==> config.mk <==
export PLATFORM = sky130hd
export DESIGN_NAME = ils_engine
export DESIGN_NICKNAME = d
export VERILOG_FILES = /design/src/ils_pkg.sv /design/src/ils_engine.sv
export VERILOG_INCLUDE_DIRS = /design/src /design/src/src
export SDC_FILE = /design/constraint.sdc
export NUM_CORES = 1
export LEC_CHECK = 0
export ABC_CLOCK_PERIOD_IN_PS = 7500
export BUFFER_PORTS_ARGS = -buffer_cell sky130_fd_sc_hd__buf_2
export CAP_MARGIN = 20
export CORE_MARGIN = 10
export CORE_UTILIZATION = 59
export DETAILED_ROUTE_END_ITERATION = 6
export PLACE_DENSITY_LB_ADDON = 0.3
export SETUP_SLACK_MARGIN = 0.2
export SLEW_MARGIN = 10
export SYNTH_ARGS = -nofsm -noshare
export SYNTH_HDL_FRONTEND = slang
export SYNTH_SLANG_ARGS = --single-unit
export TNS_END_PERCENT = 30
==> constraint.sdc <==
create_clock -name clk -period 7.5 [get_ports clk]
set_input_delay 0.375 -clock clk [delete_from_list [all_inputs] [get_ports clk]]
set_output_delay 0.375 -clock clk [all_outputs]
set_load 0.03 [all_outputs]
==> src/assert_macros.svh <==
// assertion macros, included by the engine
`ifndef ASSERT_MACROS_SVH
`define ASSERT_MACROS_SVH

`ifndef NO_ASSERTIONS

// property that must hold at every clock edge outside reset
`define ILS_ASSERT(lbl, prop, msg) \
  lbl: assert property (@(posedge clk) disable iff (!rst_n) (prop)) else $error(msg);

// implication checked in the same cycle
`define ILS_ASSERT_IMP(lbl, ante, cons, msg) \
  lbl: assert property (@(posedge clk) disable iff (!rst_n) (ante) |-> (cons)) else $error(msg);

// implication whose consequent is checked in the next cycle
`define ILS_ASSERT_NEXT(lbl, ante, cons, msg) \
  lbl: assert property (@(posedge clk) disable iff (!rst_n) (ante) |=> (cons)) else $error(msg);

`else

`define ILS_ASSERT(lbl, prop, msg)
`define ILS_ASSERT_IMP(lbl, ante, cons, msg)
`define ILS_ASSERT_NEXT(lbl, ante, cons, msg)

`endif

`endif

==> src/ils_pkg.sv <==
// types, constants and helpers of the indexed list store
package ils_pkg;

  localparam int CAPACITY = 1024;
  localparam int ADDR_W   = $clog2(CAPACITY);
  localparam int CNT_W    = $clog2(CAPACITY + 1);
  localparam int POS_W    = 11;
  localparam int CMP_W    = (CNT_W > POS_W) ? CNT_W : POS_W;

  localparam logic [2:0] CMD_READ       = 3'd0;
  localparam logic [2:0] CMD_PUSH_FRONT = 3'd1;
  localparam logic [2:0] CMD_PUSH_BACK  = 3'd2;
  localparam logic [2:0] CMD_INSERT_AT  = 3'd3;
  localparam logic [2:0] CMD_REMOVE_AT  = 3'd4;

  localparam logic [1:0] ST_DONE  = 2'd0;
  localparam logic [1:0] ST_RANGE = 2'd1;
  localparam logic [1:0] ST_FULL  = 2'd2;

  localparam logic signed [31:0] READ_MISS = -32'sd1;

  typedef struct packed {
    logic [2:0]        command;
    logic [POS_W-1:0]  position;
    logic signed [31:0] value;
  } ils_in_t;

  typedef struct packed {
    logic signed [31:0] read_value;
    logic [1:0]         status;
    logic [POS_W-1:0]   entry_count;
  } ils_out_t;

  typedef struct packed {
    logic              valid;
    ils_out_t          data;
  } ils_res_t;

  typedef struct packed {
    logic              we;
    logic [ADDR_W-1:0] waddr;
    logic [31:0]       wdata;
    logic              re;
    logic [ADDR_W-1:0] raddr;
  } ils_mem_req_t;

  // count shown modulo 2048
  function automatic logic [POS_W-1:0] to_entry_count(input logic [CNT_W-1:0] cnt);
    logic [CMP_W-1:0] wide;
    wide = CMP_W'(cnt);
    return wide[POS_W-1:0];
  endfunction

endpackage

==> src/ils_engine.sv <==
// command sequencer: decodes commands and moves entries through the ram
`include "assert_macros.svh"

module ils_engine
  import ils_pkg::*;
(
  input  logic         clk,
  input  logic         rst_n,
  input  logic         cmd_valid,
  input  ils_in_t      in_data,
  input  logic [31:0]  mem_rdata,
  output ils_mem_req_t mem_req,
  output ils_res_t     res,
  output logic         busy
);

  localparam logic [1:0] S_IDLE = 2'd0;
  localparam logic [1:0] S_RDW  = 2'd1;
  localparam logic [1:0] S_UP   = 2'd2;
  localparam logic [1:0] S_DOWN = 2'd3;

  logic [1:0]        state_r, state_nxt;
  logic [CNT_W-1:0]  count_r, count_nxt;
  logic [ADDR_W-1:0] ptr_r, ptr_nxt;
  logic [ADDR_W-1:0] lim_r, lim_nxt;
  logic              more_r, more_nxt;
  logic              pend_r, pend_nxt;
  logic [ADDR_W-1:0] pend_addr_r, pend_addr_nxt;
  logic [31:0]       word_r, word_nxt;

  logic [CMP_W-1:0]  pos_x, cnt_x, ins_pos;
  logic              full;

  assign pos_x = CMP_W'(in_data.position);
  assign cnt_x = CMP_W'(count_r);
  assign full  = (count_r == CNT_W'(CAPACITY));
  assign busy  = (state_r != S_IDLE);

  always_comb begin
    state_nxt     = state_r;
    count_nxt     = count_r;
    ptr_nxt       = ptr_r;
    lim_nxt       = lim_r;
    more_nxt      = more_r;
    pend_nxt      = pend_r;
    pend_addr_nxt = pend_addr_r;
    word_nxt      = word_r;
    mem_req       = '0;
    res           = '0;
    ins_pos       = '0;

    unique case (state_r)
      S_IDLE: begin
        if (cmd_valid) begin
          case (in_data.command)
            CMD_PUSH_FRONT: ins_pos = '0;
            CMD_PUSH_BACK:  ins_pos = cnt_x;
            default:        ins_pos = pos_x;
          endcase

          unique case (in_data.command) inside
            CMD_READ: begin
              if (pos_x >= cnt_x) begin
                res.valid           = 1'b1;
                res.data.read_value = READ_MISS;
                res.data.status     = ST_RANGE;
              end else begin
                mem_req.re    = 1'b1;
                mem_req.raddr = pos_x[ADDR_W-1:0];
                state_nxt     = S_RDW;
              end
            end
            CMD_PUSH_FRONT, CMD_PUSH_BACK, CMD_INSERT_AT: begin
              if (ins_pos > cnt_x) begin
                res.valid       = 1'b1;
                res.data.status = ST_RANGE;
              end else if (full) begin
                res.valid       = 1'b1;
                res.data.status = ST_FULL;
              end else if (ins_pos == cnt_x) begin
                // append needs no move
                mem_req.we    = 1'b1;
                mem_req.waddr = ins_pos[ADDR_W-1:0];
                mem_req.wdata = in_data.value;
                count_nxt     = count_r + CNT_W'(1);
                res.valid     = 1'b1;
              end else begin
                ptr_nxt   = ADDR_W'(count_r - CNT_W'(1));
                lim_nxt   = ins_pos[ADDR_W-1:0];
                more_nxt  = 1'b1;
                pend_nxt  = 1'b0;
                word_nxt  = in_data.value;
                state_nxt = S_UP;
              end
            end
            CMD_REMOVE_AT: begin
              if (pos_x >= cnt_x) begin
                res.valid       = 1'b1;
                res.data.status = ST_RANGE;
              end else if (pos_x == cnt_x - CMP_W'(1)) begin
                count_nxt = count_r - CNT_W'(1);
                res.valid = 1'b1;
              end else begin
                ptr_nxt   = pos_x[ADDR_W-1:0] + ADDR_W'(1);
                lim_nxt   = ADDR_W'(count_r - CNT_W'(1));
                more_nxt  = 1'b1;
                pend_nxt  = 1'b0;
                state_nxt = S_DOWN;
              end
            end
            default: begin
              res.valid       = 1'b1;
              res.data.status = ST_RANGE;
            end
          endcase
          res.data.entry_count = to_entry_count(count_nxt);
        end
      end
      S_RDW: begin
        res.valid            = 1'b1;
        res.data.read_value  = mem_rdata;
        res.data.entry_count = to_entry_count(count_r);
        state_nxt            = S_IDLE;
      end
      S_UP, S_DOWN: begin
        // write back the word read last cycle, one slot over
        if (pend_r) begin
          mem_req.we    = 1'b1;
          mem_req.waddr = pend_addr_r;
          mem_req.wdata = mem_rdata;
          pend_nxt      = 1'b0;
        end else if (!more_r) begin
          if (state_r == S_UP) begin
            mem_req.we    = 1'b1;
            mem_req.waddr = lim_r;
            mem_req.wdata = word_r;
            count_nxt     = count_r + CNT_W'(1);
          end else begin
            count_nxt     = count_r - CNT_W'(1);
          end
          res.valid            = 1'b1;
          res.data.entry_count = to_entry_count(count_nxt);
          state_nxt            = S_IDLE;
        end
        if (more_r) begin
          mem_req.re    = 1'b1;
          mem_req.raddr = ptr_r;
          pend_nxt      = 1'b1;
          pend_addr_nxt = (state_r == S_UP) ? ptr_r + ADDR_W'(1) : ptr_r - ADDR_W'(1);
          if (ptr_r == lim_r) begin
            more_nxt = 1'b0;
          end else begin
            ptr_nxt = (state_r == S_UP) ? ptr_r - ADDR_W'(1) : ptr_r + ADDR_W'(1);
          end
        end
      end
      default: state_nxt = S_IDLE;
    endcase
  end

  always_ff @(posedge clk) begin
    if (!rst_n) begin
      state_r <= S_IDLE;
      count_r <= '0;
      more_r  <= 1'b0;
      pend_r  <= 1'b0;
    end else begin
      state_r <= state_nxt;
      count_r <= count_nxt;
      more_r  <= more_nxt;
      pend_r  <= pend_nxt;
    end
  end

  always_ff @(posedge clk) begin
    ptr_r       <= ptr_nxt;
    lim_r       <= lim_nxt;
    pend_addr_r <= pend_addr_nxt;
    word_r      <= word_nxt;
  end

  `ILS_ASSERT(a_count_bound, count_r <= CNT_W'(CAPACITY), "entry count above capacity")
  `ILS_ASSERT_IMP(a_idle_no_pend, state_r == S_IDLE, !pend_r, "write back pending while idle")
  `ILS_ASSERT_IMP(a_pend_writes, busy && state_r != S_RDW && pend_r, mem_req.we, "pending move not written")
  `ILS_ASSERT_NEXT(a_res_idle, res.valid, state_r == S_IDLE, "engine busy after result")
  `ILS_ASSERT_IMP(a_no_rw_clash, mem_req.we && mem_req.re, mem_req.waddr != mem_req.raddr, "read and write hit one slot")

endmodule

# [Word-level counts from Yosys, hierarchy flattened]
# Index checks and enable logic that the tools add are counted.
[word_totals] in_bits=81 reg_bits=77 output_inout_bits=101
[classes] muxes=95 n_eq_ne=29 magnitude_cmp=2 bitwise=3 addsub=5 reduce_logical=14
[ops] op="$mux W43" n=7
[ops] op="$mux W11" n=16
[ops] op="$mux W10" n=15
[ops] op="$pmux W54 S2" n=1
[ops] op="$pmux W11 S2" n=3
[ops] op="$pmux W32 S2" n=1
[ops] op="$pmux W10 S2" n=3
[ops] op="$mux W54" n=1
[ops] op="$mux W46" n=1
[ops] op="$mux W35" n=1
[ops] op="$pmux W11 S3" n=1
[ops] op="$mux W32" n=1
[ops] op="$mux W2" n=12
[ops] op="$mux W1" n=23
[ops] op="$eq A11 B11 Y1" n=2
[ops] op="$add A10 B1 Y10 const B" n=2
[ops] op="$ne A2 B2 Y1 const B" n=10
[ops] op="$reduce_and A10 Y1" n=2
[ops] op="$ne A3 B3 Y1 const B" n=6
[ops] op="$pmux W2 S3" n=3
[ops] op="$reduce_and A8 Y1" n=2
[ops] op="$add A11 B1 Y11 const B" n=1
[ops] op="$eq A11 B11 Y1 const B" n=1
[ops] op="$ge A11 B11 Y1" n=1
[ops] op="22 further kinds" n=32

# [Depth between registers and ports, before layout]
# Gate-level depths: netlist of the first run.
[logic_depth] ltp_word=11 ltp_mapped=16 mapped_depth_nobuf=13

# [Worst setup path before layout of the first run]
# No wires, ideal clock.
[synth_path] kind="input-to-reg" start="input port in_data[44] in the netlist's numbering" end="register word_r[0] (enable)" arrival_time_ns=4.714 path_slack_ns=2.325 path_buffers=2 setup_time_ns=0.461 path_stages=13 cell_sequence="or2_2 nand2b_1 clkbuf_1 buf_1 a22oi_1 inv_1 ha_1 nor2b_1 o21ai_0 a21oi_1 a211oi_1 o21ai_0 nor3_1"
[synth_between] elab_chain_len=7 elab_cells_between_ends=12 cone_classes="order compare: 1; eq/ne: 4; mux: 3; bitwise: 2; reduce/logical: 2"
[synth_rtl] element="from (decl)" line_no="ils_engine.sv:10" rtl="input ils_in_t in_data,"
[synth_rtl] element="$eq A3 B2 Y1 or $eq A3 B1 Y1 (tied branches)" line_no="ils_engine.sv:55" rtl="case (in_data.command)"
[synth_rtl] element="$pmux W11 S2" line_no="ils_engine.sv:55"
[synth_rtl] element="$mux W11" line_no="ils_engine.sv:54" rtl="if (cmd_valid) begin"
[synth_rtl] element="$mux W11" line_no="ils_engine.sv:52" rtl="unique case (state_r)"
[synth_rtl] element="$gt A11 B11 Y1 or $eq A11 B11 Y1 (tied branches)" line_no="ils_engine.sv:74, ils_engine.sv:80"
[synth_rtl] element="$not A1 Y1 (no line)"
[synth_rtl] element="$reduce_and A6 Y1 (no line) *"
[synth_rtl] element="to (signal assigned)" line_no="ils_engine.sv:179" rtl="word_r <= word_nxt;"
[synth_rtl] element="to (decl)" line_no="ils_engine.sv:29" rtl="logic [31:0] word_r, word_nxt;"
# Every way passes the cells marked *; elsewhere a longest branch is shown, timed or not. The select of a mux whose other input is x is not followed.
# A chain may end at the register's enable or synchronous reset.

==> impl_metrics.ini, run 1 <==
[timing]
setup_viol = 0
fin_setup_tns_ps = 0
fmax_ghz = 0.200
hold_viol = 0
final.min_clock_period_ps = 5000
report.final.slew_viol_count = 0
slew_headroom = 0.285
fin_skew_ps = 3.41
holdWs_ps = 214
min_period_over_period = 0.667
rsz0062_at_grt = false
worstMarginPinSlew_ps = 1070

[place]
dp_hpwl_mm = 19.4
place.gp.congestion = 1.05
dp_cells = 1093
place_area_mm2 = 0.00787
io_buffers = 181

[clocking]
cts.htree.levels = 3
ctsHoldBuffers = 0
cts_inserted_buffers = 9
cts_buffer_depth = 2
post-cts-setup-buffers = 0
root_buffer = clkbuf_16
clk_pin_slew_ps = 60
worstSkewPairLatency_ps = 350
cts.sinks = 77
cts_tree = built
cts_resized = 0

[power_and_ir_drop]
clockPowerShare = 0.304
irDropWorstVdd_mv = 0.140
p_int_uw = 912
sequentialPowerShare = 0.372
power_switching_uw = 526
leakagePower_uw = 0.00393
power_frac_comb = 0.325
powerDensity_mw_per_mm2 = 176
power_switching_share = 0.366

[synthesis]
synthArstFlopShare = 0
yosysTopAreaCellShare = 0.266
synth_fp_nets = 944
synth_common_cells = nand2_1, edfxtp_1, clkbuf_1
syn_avg_cell_area_um2 = 8.37
yosysMostFrequentCell = nand2_1
synth.distinct_cells = 73
yosys_warnings = 0
ys_seq_elements = 77
synth_cells = 836
synth_area_mm2 = 0.00699
synth-seq-area-share = 0.309
synth_top_area_cell = edfxtp_1
synth_edf_count = 62
synth_area_leaders = edfxtp_1, ha_1, a222oi_1
synth-main-ff-cell = edfxtp_1

[worst_hold_path]
hp-class = in -> reg

[cells_and_area]
nNetsFinal = 1069
layout-drive-gt1-share = 0.237
stdcell_count = 1109
area_growth_pct = 16.7
num_antenna_cells = 0
fin_util = 0.709
final_area_mm2 = 0.00816

[route]
top_layer_used = met4
routed_wl_mm = 26.0
dr.pass1.iters = 7
drt-vias-per-instance = 6.87
antenna_left = 0
num_vias = 7622
drc = 28
first_iter_violations = 1275
routed-wl-met3_mm = 3.13
drt-wirelength-per-cell_um = 23.4
routedLengthMet1_mm = 9.90
wl_met2_mm = 11.9

[grt]
grt.total_usage = 0.300
antenna_found_initial = 0
grt_overflow = 0
grt_first_pass_wirelength_mm = 39.7
grt_max_degree = 43
grt_pass1_vias = 7182

[floorplan]
rows = 39
start_util = 0.607
fp.dieW_um = 129
ios = 182
dieArea_mm2 = 0.0166
die_y_um = 129
core_area_mm2 = 0.0115

[outcome]
failed_checks = design-rule violations
status = complete, but fails checks

[worst_setup_path]
cp_max_fo = 16
cp.arrival_ps = 4630
required_ps = 7120
path_class = reg -> out
endpoint_kind = primary output
worstSetupStartpointType = flop

[run]
cap_violations = 0
## sequential cells by signal, indices dropped and copies added (netlist names)
register     count
pend_r           1
pend_addr_r     10
state_r          2
cnt_x           11
ptr_r           10
word_r          32
more_r           1
lim_r           10
## path summary, 6_finish.rpt
check / start / to / slack, ps / cells past startpoint
worst min register to register: more_r / more_r / 490 / 2
worst max register to register: cnt_x[4] / ptr_r[0] / 3100 / 10
worst min-delay path: in_data[24] / word_r[24] / 210 / 1
worst max-delay path: cnt_x[0] / res[7] / 2500 / 11
## logic make-up after synthesis
group | share of synthesized area
AOI/OAI and AO/OA | 0.294
and+or+nand+nor | 0.164
adders and majority gates | 0.0483
buffers and inverters | 0.0798
xor gates and xnor gates | 0.0792
muxes | 0.0261
DFF | 0.309
## area by class of cell
| cell class | instances | area, µm² |
|---|---|---|
| clock inverters | 4 | 27.5 |
| well taps | 143 | 179 |
| clock buffers | 12 | 268 |
| flip-flops and latches | 77 | 2160 |
| multi-input cells | 618 | 4300 |
| fillers | 950 | 3350 |
| repair buffers | 192 | 988 |
| inverters | 63 | 236 |
## routing by layer
metal  GRT usage  vias to the layer above
met1       0.374                     3540
li1            -                     3402
met5           0                        -
met2       0.475                      593
met3      0.0756                       87
met4       0.148                        0
## worst max-delay path, cell delays in order (launching register included)
cell and delay [ps]:
dfxtp_1 510, inv_1 170, ha_1 300, or4b_1 680
or4_1 630, mux2i_1 180, o21ai_1 310, nand4b_1 490
o221a_1 430, a211o_1 280, o21ai_0 70, buf_2 220
## power groups by stage
stage | Combinational (µW) | Clock, µW | Sequential, µW
after floorplan | 341 | 0 | 511
after global placement | 449 | 0 | 540
after detailed placement | 453 | 0 | 541
after CTS | 455 | 439 | 532
after global routing | 502 | 459 | 536
final | 467 | 437 | 534
## placed cells by master, fill, tap and decap left out, types with 11 or more instances in the layout
cell type and count:
buf_2 181, nand2_1 63, edfxtp_1 62, inv_1 59, a21oi_1 53, nor2_1 46
a21o_1 41, o21ai_0 35, xnor2_1 33, a222oi_1 33, ha_1 27, xor2_1 25
a22o_1 23, nor3_1 21, nand3_1 20, a22oi_1 19, mux2i_1 16, nand4_1 15
dfxtp_1 15, buf_4 11
## through the flow
stage / total power, µW / setup slack, ps
final: 1440 / 2500
after global routing: 1500 / 2250
after CTS: 1430 / 2600
after detailed placement: 994 / 2790
after global placement: 989 / 2810
after floorplan: 852 / 2320
Power figures use the tool's default switching activity.
==> run 2: changes to the inputs <==
Settings changed: ABC_CLOCK_PERIOD_IN_PS 7500 to 4000, CORE_UTILIZATION 59 to 49.
Clock period 7.5 ns to 4 ns, I/O delays scaled along.
==> run 2 against run 1 <==
The flow still finishes with violations (design-rule violations). Register-to-register slack lost 2600 ps. Power up 100%. Utilization is 7.4 points lower. Global-route usage decreased by 3.7 points. Design area increased by 8.4%. Clock power up 110%. Sequential cell count is the same. Cell count increased by 8.5%. Critical path type unchanged. Critical endpoint is now res[10]. Largest cell class unchanged. Largest power group is now combinational logic.
==> impl_metrics.ini, run 2 (same netlist as run 1, synthesis figures left out) <==
[cells_and_area]
nNetsFinal = 1126
largest-register = word_r
largest_reg_flops = 32
mostFrequentLayoutCells = buf_2, buf_4, nand2_1, edfxtp_1, inv_1
fin_util = 0.635
fillerInstances = 1231
area_growth_pct = 26.6
layout-drive-gt1-share = 0.310
num_antenna_cells = 0
final_common_cell = buf_2

[run]
cap_violations = 0

[worst_setup_path]
r2r_cells = 13
cp_max_fo = 5
worstSetupStartpointType = flop
endpoint_kind = primary output
path_class = reg -> out
cp.arrival_ps = 3530
required_ps = 3800

[clocking]
cts.sinks = 77
root_buffer = clkbuf_16
cts.htree.levels = 3
worstSkewPairLatency_ps = 340
cts_tree = built
cts_buffer_depth = 2
cts_inserted_buffers = 9
clk_pin_slew_ps = 60
ctsHoldBuffers = 0

[floorplan]
fp.dieW_um = 139
die_y_um = 139
dieArea_mm2 = 0.0195
start_util = 0.502
core_area_mm2 = 0.0139
ios = 182
rows = 43

[timing]
hold_viol = 0
fin_setup_tns_ps = 0
worstMarginPinSlew_ps = 1020
report.final.slew_viol_count = 0
setup_viol = 0
slew_headroom = 0.318
fin_skew_ps = 6.11
min_period_over_period = 0.932
rsz0062_at_grt = true
final.min_clock_period_ps = 3730
fmax_ghz = 0.268

[route]
drt-vias-per-instance = 6.45
drt-wirelength-per-cell_um = 22.8
antenna_left = 0
num_vias = 7764
drc = 6
first_iter_violations = 1055
dr.pass1.iters = 7
routed_wl_mm = 27.4

[grt]
grt_pass1_vias = 7196
grt_first_pass_wirelength_mm = 41.4
grt.total_usage = 0.263
grt_overflow = 0
antenna_found_initial = 0
grt_max_degree = 34

[place]
dp_hpwl_mm = 20.9
place.gp.congestion = 1.03
io_buffers = 181

[power_and_ir_drop]
leakagePower_uw = 0.00425
powerDensity_mw_per_mm2 = 328
irDropWorstVdd_mv = 0.169

[outcome]
status = complete, but fails checks
failed_checks = design-rule violations

[worst_hold_path]
holdPathStages = 1
hp-class = in -> reg
## run 2: cell types whose count changed in the layout (fill, tap and decap cells not counted), moves of 3 or more
cell      delta
clkbuf_4     +3
a22oi_2      +8
buf_4       +56
dfxtp_2      +4
a22oi_1      -8
buf_12       +3
dfxtp_1      -4
buf_2        -5
## run 2: per-stage QoR
stage	hold WS [ps]	total power (µW)	setup WS [ps]	instances	instance area, µm²
after floorplan	299	1600	151	836	7010
after global placement	394	1940	174	1181	8340
after detailed placement	395	1940	147	1181	8340
after CTS	37.7	2850	193	1197	8700
after global routing	41.0	3020	124	1203	8850
final	47.6	2900	270	1203	8850
## run 2: layer usage
metal	part of all wire	track usage	wire length, µm
met1	0.38	0.327	10400
met2	0.47	0.428	12900
met3	0.11	0.0609	2960
met4	0.040	0.113	1110
met5	0	0	0
## run 2: area by class of cell
| type | instances | area (µm²) | area share |
|---|---|---|---|
| Inverter | 63 | 236 | 0.0267 |
| Timing Repair Buffer | 249 | 1470 | 0.166 |
| Sequential cell | 77 | 2170 | 0.245 |
| Tap cell | 180 | 225 | 0.0254 |
| Clock inverter | 6 | 96.3 | 0.0109 |
| Multi-Input combinational cell | 618 | 4430 | 0.501 |
| Clock buffer | 10 | 229 | 0.0259 |
## run 2: final timing paths
check              startpoint         end  slack (ps)
setup reg to reg     cnt_x[1]    ptr_r[3]         500
hold / removal    in_data[24]  word_r[24]          50
setup / recovery     cnt_x[0]     res[10]         270
hold reg to reg        more_r      more_r         520
## run 2: power by group
group / internal [µW] / total (µW) / switching [µW]
Combinational: 392 / 1020 / 627
Sequential: 926 / 983 / 57.1
Clock: 553 / 902 / 349
Total: 1870 / 2900 / 1030
## run 2: what timing repair did
action                     4_1_cts  5_1_grt
setup buffers                    0        5
pin swaps                        1        7
gates cloned                     0        0
gates resized for setup         10       32
setup endpoints to repair       42       61
## run 2: worst max-delay path, stage by stage, from the launching register on
cell and delay, ps:
dfxtp_1 310, inv_1 90, ha_1 180, or4b_4 490, or4_4 480, mux2i_1 160, o21ai_2 270, nand3_2 180
or3_1 430, xnor2_1 150, a31o_2 270, clkbuf_4 180
